===== src/rtl/dtdc_pkg.sv =====
// Shared types, constants and small helper functions for the date text to
// day count block. No dependencies.
`timescale 1ns / 1ps

package dtdc_pkg;

	localparam int MAX_NUMBER_DEF = 9999;

	localparam int CHAR_W        = 8;
	localparam int CFG_YEAR_W    = 14;
	localparam int CFG_DAY_W     = 5;
	localparam int CFG_DATA_W    = 14;
	localparam int CFG_INDEX_W   = 1;
	localparam int DAY_COUNT_W   = 23;
	localparam int WEEKDAY_W     = 3;
	localparam int MONTH_VALUE_W = 14;
	localparam int IN_DATA_W     = 8;
	localparam int OUT_DATA_W    = 40;
	localparam int MONTH_ADD_W   = 9;

	localparam logic [CFG_INDEX_W-1:0] REG_START_YEAR = 1'b0;
	localparam logic [CFG_INDEX_W-1:0] REG_START_DAY  = 1'b1;

	localparam logic [CFG_YEAR_W-1:0] START_YEAR_RST = 14'd2000;
	localparam logic [CFG_DAY_W-1:0]  START_DAY_RST  = 5'd1;

	localparam int MONTH_CLAMP = 13;

	typedef struct packed {
		logic [CFG_YEAR_W-1:0] start_year;
		logic [CFG_DAY_W-1:0]  start_day;
	} cfg_t;

	// Days in the year before the first of month idx+1 (non-leap year);
	// idx 12 stands for a month past December.
	function automatic logic [MONTH_ADD_W-1:0] days_before_month(input logic [3:0] idx);
		logic [MONTH_ADD_W-1:0] d;
		case (idx)
			4'd0:    d = 9'd0;
			4'd1:    d = 9'd31;
			4'd2:    d = 9'd59;
			4'd3:    d = 9'd90;
			4'd4:    d = 9'd120;
			4'd5:    d = 9'd151;
			4'd6:    d = 9'd181;
			4'd7:    d = 9'd212;
			4'd8:    d = 9'd243;
			4'd9:    d = 9'd273;
			4'd10:   d = 9'd304;
			4'd11:   d = 9'd334;
			4'd12:   d = 9'd365;
			default: d = 9'd0;
		endcase
		return d;
	endfunction

	// Remainder by 7 of a byte: octal digits fold since 8 is 1 mod 7.
	function automatic logic [2:0] mod7_small(input logic [7:0] v);
		logic [4:0] a;
		logic [3:0] b;
		a = 5'(v[2:0]) + 5'(v[5:3]) + 5'(v[7:6]);
		b = 4'(a[2:0]) + 4'(a[4:3]);
		return (b >= 4'd7) ? 3'(b - 4'd7) : b[2:0];
	endfunction

endpackage


===== src/rtl/dtdc_parse.sv =====
// Character parser: builds the saturating number and tracks year and month
// fields across a date string. Depends on dtdc_pkg.
`timescale 1ns / 1ps

module dtdc_parse #(
	parameter int MAX_NUMBER = dtdc_pkg::MAX_NUMBER_DEF
) (
	input  logic                                clk,
	input  logic                                arst_n,
	input  logic                                accept,
	input  logic [dtdc_pkg::CHAR_W-1:0]         char_code,
	input  logic                                last_char,
	output logic [$clog2(MAX_NUMBER+1)-1:0]     snap_year,
	output logic [$clog2(MAX_NUMBER+1)-1:0]     snap_month,
	output logic [$clog2(MAX_NUMBER+1)-1:0]     snap_day
);
	import dtdc_pkg::*;

	localparam int NUM_W = $clog2(MAX_NUMBER + 1);
	localparam int EXT_W = NUM_W + 4;

	localparam logic [1:0] POS_YEAR  = 2'd0;
	localparam logic [1:0] POS_MONTH = 2'd1;
	localparam logic [1:0] POS_DONE  = 2'd2;

	logic [NUM_W-1:0] acc_q, acc_d;
	logic [1:0]       pos_q, pos_d;
	logic [NUM_W-1:0] year_q, year_d;
	logic [NUM_W-1:0] month_q, month_d;
	logic [NUM_W-1:0] day;
	logic [EXT_W-1:0] ext, prod;
	logic             digit;

	always_comb begin
		acc_d   = acc_q;
		pos_d   = pos_q;
		year_d  = year_q;
		month_d = month_q;
		digit   = char_code inside {[8'h30:8'h39]};
		ext     = EXT_W'(acc_q);
		prod    = (ext << 3) + (ext << 1) + EXT_W'(char_code[3:0]);
		if (digit) begin
			acc_d = (prod > EXT_W'(MAX_NUMBER)) ? NUM_W'(MAX_NUMBER) : NUM_W'(prod);
		end else begin
			case (pos_q)
				POS_YEAR: begin
					year_d = acc_q;
					pos_d  = POS_MONTH;
				end
				POS_MONTH: begin
					month_d = acc_q;
					pos_d   = POS_DONE;
				end
				default: ;
			endcase
			acc_d = '0;
		end
		// the number still open at the final character is the day
		day = acc_d;
		if (last_char) begin
			acc_d = '0;
			pos_d = POS_YEAR;
		end
	end

	always_ff @(posedge clk or negedge arst_n) begin
		if (!arst_n) begin
			acc_q   <= '0;
			pos_q   <= POS_YEAR;
			year_q  <= '0;
			month_q <= '0;
		end else if (accept) begin
			acc_q   <= acc_d;
			pos_q   <= pos_d;
			year_q  <= year_d;
			month_q <= month_d;
		end
	end

	assign snap_year  = year_d;
	assign snap_month = month_d;
	assign snap_day   = day;

	a_acc_sat: assert property (@(posedge clk) disable iff (!arst_n)
		acc_q <= NUM_W'(MAX_NUMBER))
		else $error("digit accumulator above saturation limit");

	a_last_clears: assert property (@(posedge clk) disable iff (!arst_n)
		(accept && last_char) |=> (acc_q == '0 && pos_q == POS_YEAR))
		else $error("parser not cleared after final character");

endmodule


===== src/rtl/dtdc_count.sv =====
// Day count pipeline: leap counts by reciprocal division, month table,
// final sum and weekday code, with a per-stage valid/ready chain.
// Depends on dtdc_pkg.
`timescale 1ns / 1ps

module dtdc_count #(
	parameter int MAX_NUMBER = dtdc_pkg::MAX_NUMBER_DEF
) (
	input  logic                                    clk,
	input  logic                                    arst_n,
	input  dtdc_pkg::cfg_t                          cfg,
	input  logic                                    in_valid,
	output logic                                    in_ready,
	input  logic [$clog2(MAX_NUMBER+1)-1:0]         in_year,
	input  logic [$clog2(MAX_NUMBER+1)-1:0]         in_month,
	input  logic [$clog2(MAX_NUMBER+1)-1:0]         in_day,
	output logic                                    out_valid,
	input  logic                                    out_ready,
	output logic signed [dtdc_pkg::DAY_COUNT_W-1:0] day_count,
	output logic [dtdc_pkg::WEEKDAY_W-1:0]          weekday,
	output logic [dtdc_pkg::MONTH_VALUE_W-1:0]      month_value,
	output logic                                    bad_month
);
	import dtdc_pkg::*;

	localparam int NUM_W = $clog2(MAX_NUMBER + 1);
	localparam int YW    = (NUM_W > CFG_YEAR_W) ? NUM_W : CFG_YEAR_W;
	localparam int XW    = YW;
	localparam int PW    = 2 * XW;
	localparam logic [PW-1:0] K25 = PW'((64'd1 << XW) / 25);
	localparam int CNT_W = YW + 11;
	localparam int ND    = (CNT_W + 2) / 3;
	localparam int SW    = $clog2(ND * 7 + 1);

	// divider slots
	localparam int NDIV    = 5;
	localparam int D_C100Y = 0;
	localparam int D_C400Y = 1;
	localparam int D_C100S = 2;
	localparam int D_C400S = 3;
	localparam int D_F100Y = 4;

	logic adv1, adv2, adv3, adv4, adv5, adv6, adv7;
	logic valid_s1, valid_s2, valid_s3, valid_s4, valid_s5, valid_s6, valid_s7;

	// stage 1: captured date
	logic [NUM_W-1:0] year_s1, month_s1, day_s1;
	// stage 2: quotient estimates
	logic [XW-1:0]    x_s2 [NDIV];
	logic [XW-1:0]    e_s2 [NDIV];
	logic [YW-1:0]    c4y_s2, c4s_s2, ya_s2;
	logic [NUM_W-1:0] month_s2, day_s2;
	// stage 3: corrected quotients and leap flag
	logic [XW-1:0]    q_s3 [NDIV-1];
	logic [YW-1:0]    c4y_s3, c4s_s3, ya_s3;
	logic             leap_s3;
	logic [NUM_W-1:0] month_s3, day_s3;
	// stage 4: partial sums
	logic [CNT_W-1:0]       yd_s4;
	logic [MONTH_ADD_W-1:0] madd_s4;
	logic [NUM_W-1:0]       month_s4, day_s4;
	// stage 5: signed count
	logic signed [CNT_W-1:0] cnt_s5;
	logic [NUM_W-1:0]        month_s5;
	// stage 6: digit sum of magnitude
	logic signed [CNT_W-1:0] cnt_s6;
	logic                    neg_s6;
	logic [SW-1:0]           dsum_s6;
	logic [NUM_W-1:0]        month_s6;
	// stage 7: result
	logic signed [DAY_COUNT_W-1:0] cnt_s7;
	logic [WEEKDAY_W-1:0]          wd_s7;
	logic [MONTH_VALUE_W-1:0]      month_s7;
	logic                          bad_s7;

	// handshake chain: a stage moves when it is empty or its successor moves
	assign adv7     = !valid_s7 || out_ready;
	assign adv6     = !valid_s6 || adv7;
	assign adv5     = !valid_s5 || adv6;
	assign adv4     = !valid_s4 || adv5;
	assign adv3     = !valid_s3 || adv4;
	assign adv2     = !valid_s2 || adv3;
	assign adv1     = !valid_s1 || adv2;
	assign in_ready = adv1;

	always_ff @(posedge clk or negedge arst_n) begin
		if (!arst_n) begin
			valid_s1 <= 1'b0;
			valid_s2 <= 1'b0;
			valid_s3 <= 1'b0;
			valid_s4 <= 1'b0;
			valid_s5 <= 1'b0;
			valid_s6 <= 1'b0;
			valid_s7 <= 1'b0;
		end else begin
			if (adv1) valid_s1 <= in_valid;
			if (adv2) valid_s2 <= valid_s1;
			if (adv3) valid_s3 <= valid_s2;
			if (adv4) valid_s4 <= valid_s3;
			if (adv5) valid_s5 <= valid_s4;
			if (adv6) valid_s6 <= valid_s5;
			if (adv7) valid_s7 <= valid_s6;
		end
	end

	// ---- stage 1
	always_ff @(posedge clk) begin
		if (adv1) begin
			year_s1  <= in_year;
			month_s1 <= in_month;
			day_s1   <= in_day;
		end
	end

	// ---- stage 2: x/25 estimated by reciprocal, at most one short
	logic [YW-1:0] ya, sa;
	logic [YW:0]   ya99, ya399, sa99, sa399, ya3, sa3;
	logic [XW-1:0] x [NDIV];
	logic [XW-1:0] e [NDIV];
	logic [PW-1:0] prod [NDIV];

	always_comb begin
		ya    = YW'(year_s1);
		sa    = YW'(cfg.start_year);
		ya99  = (YW+1)'(ya) + (YW+1)'(99);
		ya399 = (YW+1)'(ya) + (YW+1)'(399);
		sa99  = (YW+1)'(sa) + (YW+1)'(99);
		sa399 = (YW+1)'(sa) + (YW+1)'(399);
		ya3   = (YW+1)'(ya) + (YW+1)'(3);
		sa3   = (YW+1)'(sa) + (YW+1)'(3);
		x[D_C100Y] = XW'(ya99 >> 2);
		x[D_C400Y] = XW'(ya399 >> 4);
		x[D_C100S] = XW'(sa99 >> 2);
		x[D_C400S] = XW'(sa399 >> 4);
		x[D_F100Y] = XW'(ya >> 2);
		for (int i = 0; i < NDIV; i++) begin
			prod[i] = PW'(x[i]) * K25;
			e[i]    = prod[i][PW-1:XW];
		end
	end

	always_ff @(posedge clk) begin
		if (adv2) begin
			for (int i = 0; i < NDIV; i++) begin
				x_s2[i] <= x[i];
				e_s2[i] <= e[i];
			end
			c4y_s2   <= YW'(ya3 >> 2);
			c4s_s2   <= YW'(sa3 >> 2);
			ya_s2    <= ya;
			month_s2 <= month_s1;
			day_s2   <= day_s1;
		end
	end

	// ---- stage 3: correct the estimates, derive the leap flag
	logic [XW-1:0] rm [NDIV];
	logic [XW-1:0] q [NDIV];
	logic          div25, leap, rm_ok;

	always_comb begin
		rm_ok = 1'b1;
		for (int i = 0; i < NDIV; i++) begin
			rm[i] = x_s2[i] - XW'(e_s2[i] * XW'(25));
			q[i]  = (rm[i] >= XW'(25)) ? e_s2[i] + XW'(1) : e_s2[i];
			if (rm[i] >= XW'(50)) rm_ok = 1'b0;
		end
		div25 = (rm[D_F100Y] == '0) || (rm[D_F100Y] == XW'(25));
		// divisible by 4, and not a century unless divisible by 400
		leap  = (ya_s2[1:0] == 2'b00) && (!div25 || q[D_F100Y][1:0] == 2'b00);
	end

	always_ff @(posedge clk) begin
		if (adv3) begin
			for (int i = 0; i < NDIV - 1; i++) q_s3[i] <= q[i];
			c4y_s3   <= c4y_s2;
			c4s_s3   <= c4s_s2;
			ya_s3    <= ya_s2;
			leap_s3  <= leap;
			month_s3 <= month_s2;
			day_s3   <= day_s2;
		end
	end

	// ---- stage 4: whole years and months
	logic [YW-1:0]          leaps_y, leaps_s, sa4;
	logic [CNT_W-1:0]       yd;
	logic [3:0]             mc;
	logic [MONTH_ADD_W-1:0] madd;

	always_comb begin
		sa4     = YW'(cfg.start_year);
		leaps_y = c4y_s3 - YW'(q_s3[D_C100Y]) + YW'(q_s3[D_C400Y]);
		leaps_s = c4s_s3 - YW'(q_s3[D_C100S]) + YW'(q_s3[D_C400S]);
		if (ya_s3 > sa4) begin
			yd = CNT_W'(ya_s3 - sa4) * CNT_W'(365) + CNT_W'(leaps_y - leaps_s);
		end else begin
			yd = '0;
		end
		mc = (month_s3 > NUM_W'(MONTH_CLAMP)) ? 4'(MONTH_CLAMP) : 4'(month_s3);
		if (mc == 4'd0) begin
			madd = '0;
		end else begin
			madd = days_before_month(mc - 4'd1)
				+ MONTH_ADD_W'((mc > 4'd2) && leap_s3);
		end
	end

	always_ff @(posedge clk) begin
		if (adv4) begin
			yd_s4    <= yd;
			madd_s4  <= madd;
			month_s4 <= month_s3;
			day_s4   <= day_s3;
		end
	end

	// ---- stage 5: final count
	always_ff @(posedge clk) begin
		if (adv5) begin
			cnt_s5   <= $signed(yd_s4 + CNT_W'(madd_s4) + CNT_W'(day_s4)
				- CNT_W'(cfg.start_day));
			month_s5 <= month_s4;
		end
	end

	// ---- stage 6: octal digit sum of the magnitude
	logic [CNT_W-1:0] mag;
	logic [ND*3-1:0]  mag_pad;
	logic [SW-1:0]    dsum;

	always_comb begin
		mag     = cnt_s5[CNT_W-1] ? CNT_W'(-cnt_s5) : CNT_W'(cnt_s5);
		mag_pad = (ND*3)'(mag);
		dsum    = '0;
		for (int i = 0; i < ND; i++) dsum = dsum + SW'(mag_pad[3*i +: 3]);
	end

	always_ff @(posedge clk) begin
		if (adv6) begin
			cnt_s6   <= cnt_s5;
			neg_s6   <= cnt_s5[CNT_W-1];
			dsum_s6  <= dsum;
			month_s6 <= month_s5;
		end
	end

	// ---- stage 7: weekday code and output register
	logic [2:0]           m7;
	logic [WEEKDAY_W-1:0] wd;

	always_comb begin
		m7 = mod7_small(8'(dsum_s6));
		// remainder keeps the sign of the count
		if (neg_s6) begin
			wd = 3'd6 - m7;
		end else if (m7 > 3'd1) begin
			wd = m7 - 3'd1;
		end else begin
			wd = m7 + 3'd6;
		end
	end

	always_ff @(posedge clk) begin
		if (adv7) begin
			cnt_s7   <= DAY_COUNT_W'(cnt_s6);
			wd_s7    <= wd;
			month_s7 <= MONTH_VALUE_W'(month_s6);
			bad_s7   <= month_s6 > NUM_W'(MONTH_CLAMP);
		end
	end

	assign out_valid   = valid_s7;
	assign day_count   = cnt_s7;
	assign weekday     = wd_s7;
	assign month_value = month_s7;
	assign bad_month   = bad_s7;

	a_recip_close: assert property (@(posedge clk) disable iff (!arst_n)
		valid_s2 |-> rm_ok)
		else $error("reciprocal quotient estimate off by more than one");

	a_neg_bound: assert property (@(posedge clk) disable iff (!arst_n)
		(valid_s5 && cnt_s5[CNT_W-1]) |-> (cnt_s5 >= -CNT_W'(31)))
		else $error("negative day count below one month");

endmodule


===== src/rtl/date_text_to_day_count.sv =====
// Date text to day count: top level with stream ports and config registers.
// Depends on dtdc_pkg, dtdc_parse and dtdc_count.
//
// Usage:
//  - Input stream: one ASCII character per beat in s_axis_tdata; s_axis_tlast
//    marks the final character of a date string such as "2024-03-15".
//  - Output stream: one beat per string, issued for the tlast character.
//  - Config: cfg_wr_en/cfg_index/cfg_data write start_year (index 0) and
//    start_day (index 1); write only while no string is in flight.
//  - Throughput: one character per cycle while s_axis_tready is high, strings back to back.
//  - The result beat is registered through the seven-stage count pipeline
//    (divide, correct, sum, weekday) once the tlast beat is taken.
//  - Reset clears the parser, the pipeline valids and loads start_year 2000,
//    start_day 1.
//  - A stalled receiver holds the result beat; characters keep flowing while
//    empty pipeline stages remain, then s_axis_tready drops.
`timescale 1ns / 1ps

module date_text_to_day_count #(
	parameter int MAX_NUMBER = dtdc_pkg::MAX_NUMBER_DEF
) (
	input  logic                                 clk,
	input  logic                                 arst_n,
	// config write port
	input  logic                                 cfg_wr_en,
	input  logic [dtdc_pkg::CFG_INDEX_W-1:0]     cfg_index,
	input  logic [dtdc_pkg::CFG_DATA_W-1:0]      cfg_data,
	// character stream
	input  logic                                 s_axis_tvalid,
	output logic                                 s_axis_tready,
	input  logic [dtdc_pkg::IN_DATA_W-1:0]       s_axis_tdata,  // [7:0] char_code
	input  logic                                 s_axis_tlast,  // last_char
	// result stream
	output logic                                 m_axis_tvalid,
	input  logic                                 m_axis_tready,
	// [22:0] day_count, [25:23] weekday, [39:26] month_value
	output logic [dtdc_pkg::OUT_DATA_W-1:0]      m_axis_tdata,
	output logic                                 m_axis_tuser   // bad_month
);
	import dtdc_pkg::*;

	localparam int NUM_W = $clog2(MAX_NUMBER + 1);

	cfg_t cfg_q;

	logic                          accept;
	logic [NUM_W-1:0]              snap_year, snap_month, snap_day;
	logic signed [DAY_COUNT_W-1:0] day_count;
	logic [WEEKDAY_W-1:0]          weekday;
	logic [MONTH_VALUE_W-1:0]      month_value;
	logic                          bad_month;

	always_ff @(posedge clk or negedge arst_n) begin
		if (!arst_n) begin
			cfg_q.start_year <= START_YEAR_RST;
			cfg_q.start_day  <= START_DAY_RST;
		end else if (cfg_wr_en) begin
			case (cfg_index)
				REG_START_YEAR: cfg_q.start_year <= CFG_YEAR_W'(cfg_data);
				REG_START_DAY:  cfg_q.start_day  <= CFG_DAY_W'(cfg_data);
				default: ;
			endcase
		end
	end

	assign accept = s_axis_tvalid && s_axis_tready;

	dtdc_parse #(
		.MAX_NUMBER (MAX_NUMBER)
	) u_parse (
		.clk        (clk),
		.arst_n     (arst_n),
		.accept     (accept),
		.char_code  (s_axis_tdata),
		.last_char  (s_axis_tlast),
		.snap_year  (snap_year),
		.snap_month (snap_month),
		.snap_day   (snap_day)
	);

	dtdc_count #(
		.MAX_NUMBER (MAX_NUMBER)
	) u_count (
		.clk         (clk),
		.arst_n      (arst_n),
		.cfg         (cfg_q),
		.in_valid    (accept && s_axis_tlast),
		.in_ready    (s_axis_tready),
		.in_year     (snap_year),
		.in_month    (snap_month),
		.in_day      (snap_day),
		.out_valid   (m_axis_tvalid),
		.out_ready   (m_axis_tready),
		.day_count   (day_count),
		.weekday     (weekday),
		.month_value (month_value),
		.bad_month   (bad_month)
	);

	assign m_axis_tdata = {month_value, weekday, day_count};
	assign m_axis_tuser = bad_month;

endmodule


===== config.mk =====
export PLATFORM = sky130hd
export DESIGN_NAME = date_text_to_day_count
export DESIGN_NICKNAME = d
export VERILOG_FILES = /design/src/rtl/dtdc_pkg.sv /design/src/rtl/dtdc_parse.sv /design/src/rtl/dtdc_count.sv /design/src/rtl/date_text_to_day_count.sv
export SDC_FILE = /design/constraint.sdc
export NUM_CORES = 2
export LEC_CHECK = 0
export ABC_AREA = 1
export BUFFER_PORTS_ARGS = -buffer_cell sky130_fd_sc_hd__buf_2
export CAP_MARGIN = 40
export CORE_MARGIN = 3
export CORE_UTILIZATION = 30
export DETAILED_ROUTE_END_ITERATION = 8
export PLACE_DENSITY_LB_ADDON = 0.25
export RECOVER_POWER = 25
export SKIP_CTS_REPAIR_TIMING = 1
export SYNTH_ARGS = -nofsm -noshare
export SYNTH_HDL_FRONTEND = slang
export SYNTH_SLANG_ARGS = --single-unit

===== constraint.sdc =====
create_clock -name clk -period 9.4 [get_ports clk]
set_input_delay 1.88 -clock clk [delete_from_list [all_inputs] [get_ports clk]]
set_output_delay 1.88 -clock clk [all_outputs]
set_load 0.02 [all_outputs]

==> reports/qor_table.md <==
| Group | Item | Reported |
|:---|:---|:---|
| outcome | Run status | complete, but fails checks |
| outcome | Violations in the final reports | capacitance limit, slew limit |
| sta | Pins Over Slew Limit | 73 |
| synthesis | Synthesized Nets | 6593 |
| die | Num rows | 150 |
| grt | Met3 routing resource usage after global routing | 1.35% |
| drt | Via count normalized by instance count | 4.45 |
| drt | Detailed-route wire length | 111000 µm |
| synthesis | Number of unique standard cell types used by synthesis | 63 |
| sta | Aggregate negative setup slack | 0 ns |
| clock tree | Clock tree root driver cell | clkbuf_16 |
| final layout | Number of nets at the end of the flow | 6732 |
| synthesis | Count leader, synth | inv_1 |
| sta | Setup clock skew after layout | 0.0522 ns |
| grt | Number of global-route vias before repair | 35600 |
| min path | Hold path cells | 0 |
| die | Die Span X | 417 µm |
| place | HPWL after detailed placement | 93600 µm |
| min path | Hold Crit Endpoint | u_count.c4y_s3[5] |
| sta | Hold Vio Cnt, Final | 0 |
| synthesis | Number of instances in the synthesized netlist | 5389 |
| final layout | N_diodes | 0 |
| die | Initial standard-cell utilization of the core | 30.2% |
| synthesis | Syn Std Cell Area | 50600 µm² |
| synthesis | Predominant post-synthesis flop cell | edfxtp_1 |
| clock tree | Reg clk slew, reported paths | 0.06 ns |
| drt | Detailed router's first-iteration violation count | 1596 |
| min path | HP Class | flop to flop |
| setup path | Critical Setup Path Class | flop to flop |
| grt | Antenna violations before repair | 0 |
| setup path | Slack of the worst reg-to-reg path | 2.20 ns |
| grt | Layer with the highest usage | met2 |
| final layout | Area growth, synth to finish | 10.5% |
| setup path | Capturing point of the worst reg2reg path | u_count.e_s2[0][12] |
| sta | Rel. slew slack | -88.0% |
| grt | Gr ovfl total | 0 |
| sta | Transition time at the pin with the least slew margin | 2.82 ns |
| sta | Upper clock frequency limit | 139 MHz |
| drt | First-pass iteration count of the detailed router | 5 |
| final layout | Filler cell count | 17300 |
| grt | Met2 demand-to-capacity share in global routing | 22.9% |
| setup path | Maximum fanout count along the critical path | 12 |
| run | Max Cap Violations | 2 |
| setup path | Reg2Reg Depth | 30 |
| synthesis | Asr flop ratio synth | 12.7% |
| die | Total I/O pin count | 72 |
| clock tree | H-tree depth | 2 |
| die | Die Area | 174000 µm² |
| synthesis | Number of storage elements in the synthesis netlist | 553 |
| grt | Total GRT Usage | 13.0% |
| synthesis | Top cells by count, synth | 1181 x inv_1, 891 x nand2_1, 839 x ha_1 |
| clock tree | TritonCTS buffer count | 61 |
| synthesis | Avg Inst Size Synth | 9.39 µm² |
| min path | Startpoint of the tightest hold check path | u_count.c4y_s2[5] |
| synthesis | Area contributors post-synth | edfxtp_1 29%, ha_1 21%, fa_1 13% |
| clock tree | Maximum number of buffers from clock root to sink | 3 |
| grt | Global-route wire length before repair | 184000 µm |
| die | Area of the core | 167000 µm² |
| sta | Setup violation total in the final timing report | 0 |
| clock tree | Clock tree sinks | 553 |
| clock tree | Later-pin clock latency in the skew report | 0.69 ns |
| sta | Unrepaired setup endpoints after global routing | false |
| sta | Ratio of final minimum period to clock period | 76.6% |
| synthesis | Post-synth top area cell | edfxtp_1 |
| setup path | Worst reg2reg startpoint | u_count.ya[7] |
| setup path | Cell with the largest stage delay on the worst path | clkbuf_1 |
| sta | Min cycle time layout | 7.20 ns |
| grt | Largest net degree at the start of global routing | 71 |
| synthesis | Sequential element share of the synthesized area | 32.1% |
| setup path | Setup crit start kind | flop |
| place | Routability-driven placement congestion ratio | 0.853 |
| drt | DR DRC count | 0 |
| setup path | Data arrival time of the critical path | 7.63 ns |
| drt | Number of vias after detailed routing | 34700 |
| synthesis | Portion of synthesized cell area occupied by the leading cell type | 28.7% |
| place | Number of input and output port buffers inserted | 71 |
| final layout | Fraction of final layout cells with drive strength greater than 1 | 5.61% |
| setup path | CP required | 9.83 ns |
| setup path | Critical Path Sink Type | flop |
| synthesis | Count of warnings emitted by yosys | 0 |
| drt | Count of antenna-violating nets left after detailed routing | 0 |
| setup path | Delay of the slowest cell on the worst path | 0.72 ns |
| die | Vert. Die Dim | 417 µm |
| synthesis | Number of enable flip-flop cells after synthesis | 483 |
| drt | Detail-routed net length per standard cell | 14.3 µm |
| final layout | Area of combinational cells with multiple inputs | 29700 µm² |
| grt | Met1 Track Usage GR | 17.4% |
| final layout | FF+latch area | 16300 µm² |
| clock tree | Clock tree from TritonCTS | built |
==> registers in the layout (all words and copies together), names as in the netlist, 19 cells and up <==
register	count
u_count.day_count	23
cfg_q	19
u_count.e_s2	40
u_count.cnt_s6	23
u_count.x_s2	43
u_count.q_s3	36
u_count.cnt_s5	25
u_count.yd_s4	25
==> logic make-up after synthesis <==
| group | count (synthesis) | share of synthesized area, % |
|---|---|---|
| buf+inv | 1220 | 9.12 |
| compound gates | 565 | 6.27 |
| simple gates | 1627 | 14.1 |
| flops | 553 | 32.1 |
| xor+xnor | 248 | 4.29 |
| other cells | 1 | 0.00741 |
| fa+ha+maj | 1175 | 34.0 |
==> layout make-up <==
cell class	count	area share (%)
multi-input cells	3616	53.2
inverters	1198	8.05
well taps	2204	4.93
repair buffers	98	1.03
clock inverters	44	0.891
clock buffers	71	2.85
flip-flops and latches	553	29.1
==> routing by layer <==
layer / routed length, µm / vias up / part of all wire, %
met5: 0 / - / 0
met4: 1700 / 0 / 1.5
met3: 2710 / 92 / 2.4
met2: 53900 / 329 / 48
met1: 52900 / 16500 / 48
li1: - / 17800 / -
==> worst max path at each step <==
| stage | from | to | slack [ns] | cells after the start |
|---|---|---|---|---|
| global placement | cfg_q[11] | u_count.yd_s4[22] | 2.64 | 29 |
| CTS | u_count.ya[0] | u_count.e_s2[0][4] | 2.55 | 25 |
| finish | u_count.ya[7] | u_count.e_s2[0][12] | 2.20 | 30 |
| floorplan | m_axis_tready | u_count.c4s_s2[0] | 1.01 | 8 |
| global route | u_count.ya[7] | u_count.e_s2[0][12] | 1.56 | 30 |
| detailed placement | u_count.ya[0] | u_count.e_s2[0][4] | 2.56 | 25 |
==> critical path: cells and delay by family, from the launching register on <==
family,cells,cell delay (ns)
buffers and inverters,8,1.69
adders and majority gates,7,2.79
and+or+nand+nor,11,0.87
DFF,1,0.32
AOI/OAI and AO/OA,3,0.72
xor gates and xnor gates,1,0.57
==> placed cells by master (no fill, tap or decap), drive strengths merged, types with 17 or more instances in the layout <==
cell       n
inv     1196
nand2    920
ha       839
edfxtp   483
fa       336
nor2     315
a21oi    281
nand3    204
o21ai    166
xor2     162
buf       92
xnor2     86
nand4     84
clkbuf    77
dfrtp     63
nor3      44
clkinv    35
o21bai    33
or2       22
a21o      19
nand3b    19
a31oi     17
==> per-stage QoR <==
stage               setup slack, ns  hold WS (ns)  cell area [µm²]  utilization [%]  std cells
floorplan                      1.01         0.400            50600                -       5389
global placement               2.64         0.403            53700             32.1       7659
detailed placement             2.56         0.405            53900             32.2       7669
CTS                            2.55         0.415            56000             33.4       7784
global route                   1.56         0.424            55900             33.4       7784
finish                         2.20         0.413            55900             33.4       7784
Power is not shown: default switching activity piles up to over one toggle a cycle in this logic, so the estimate is an artifact.
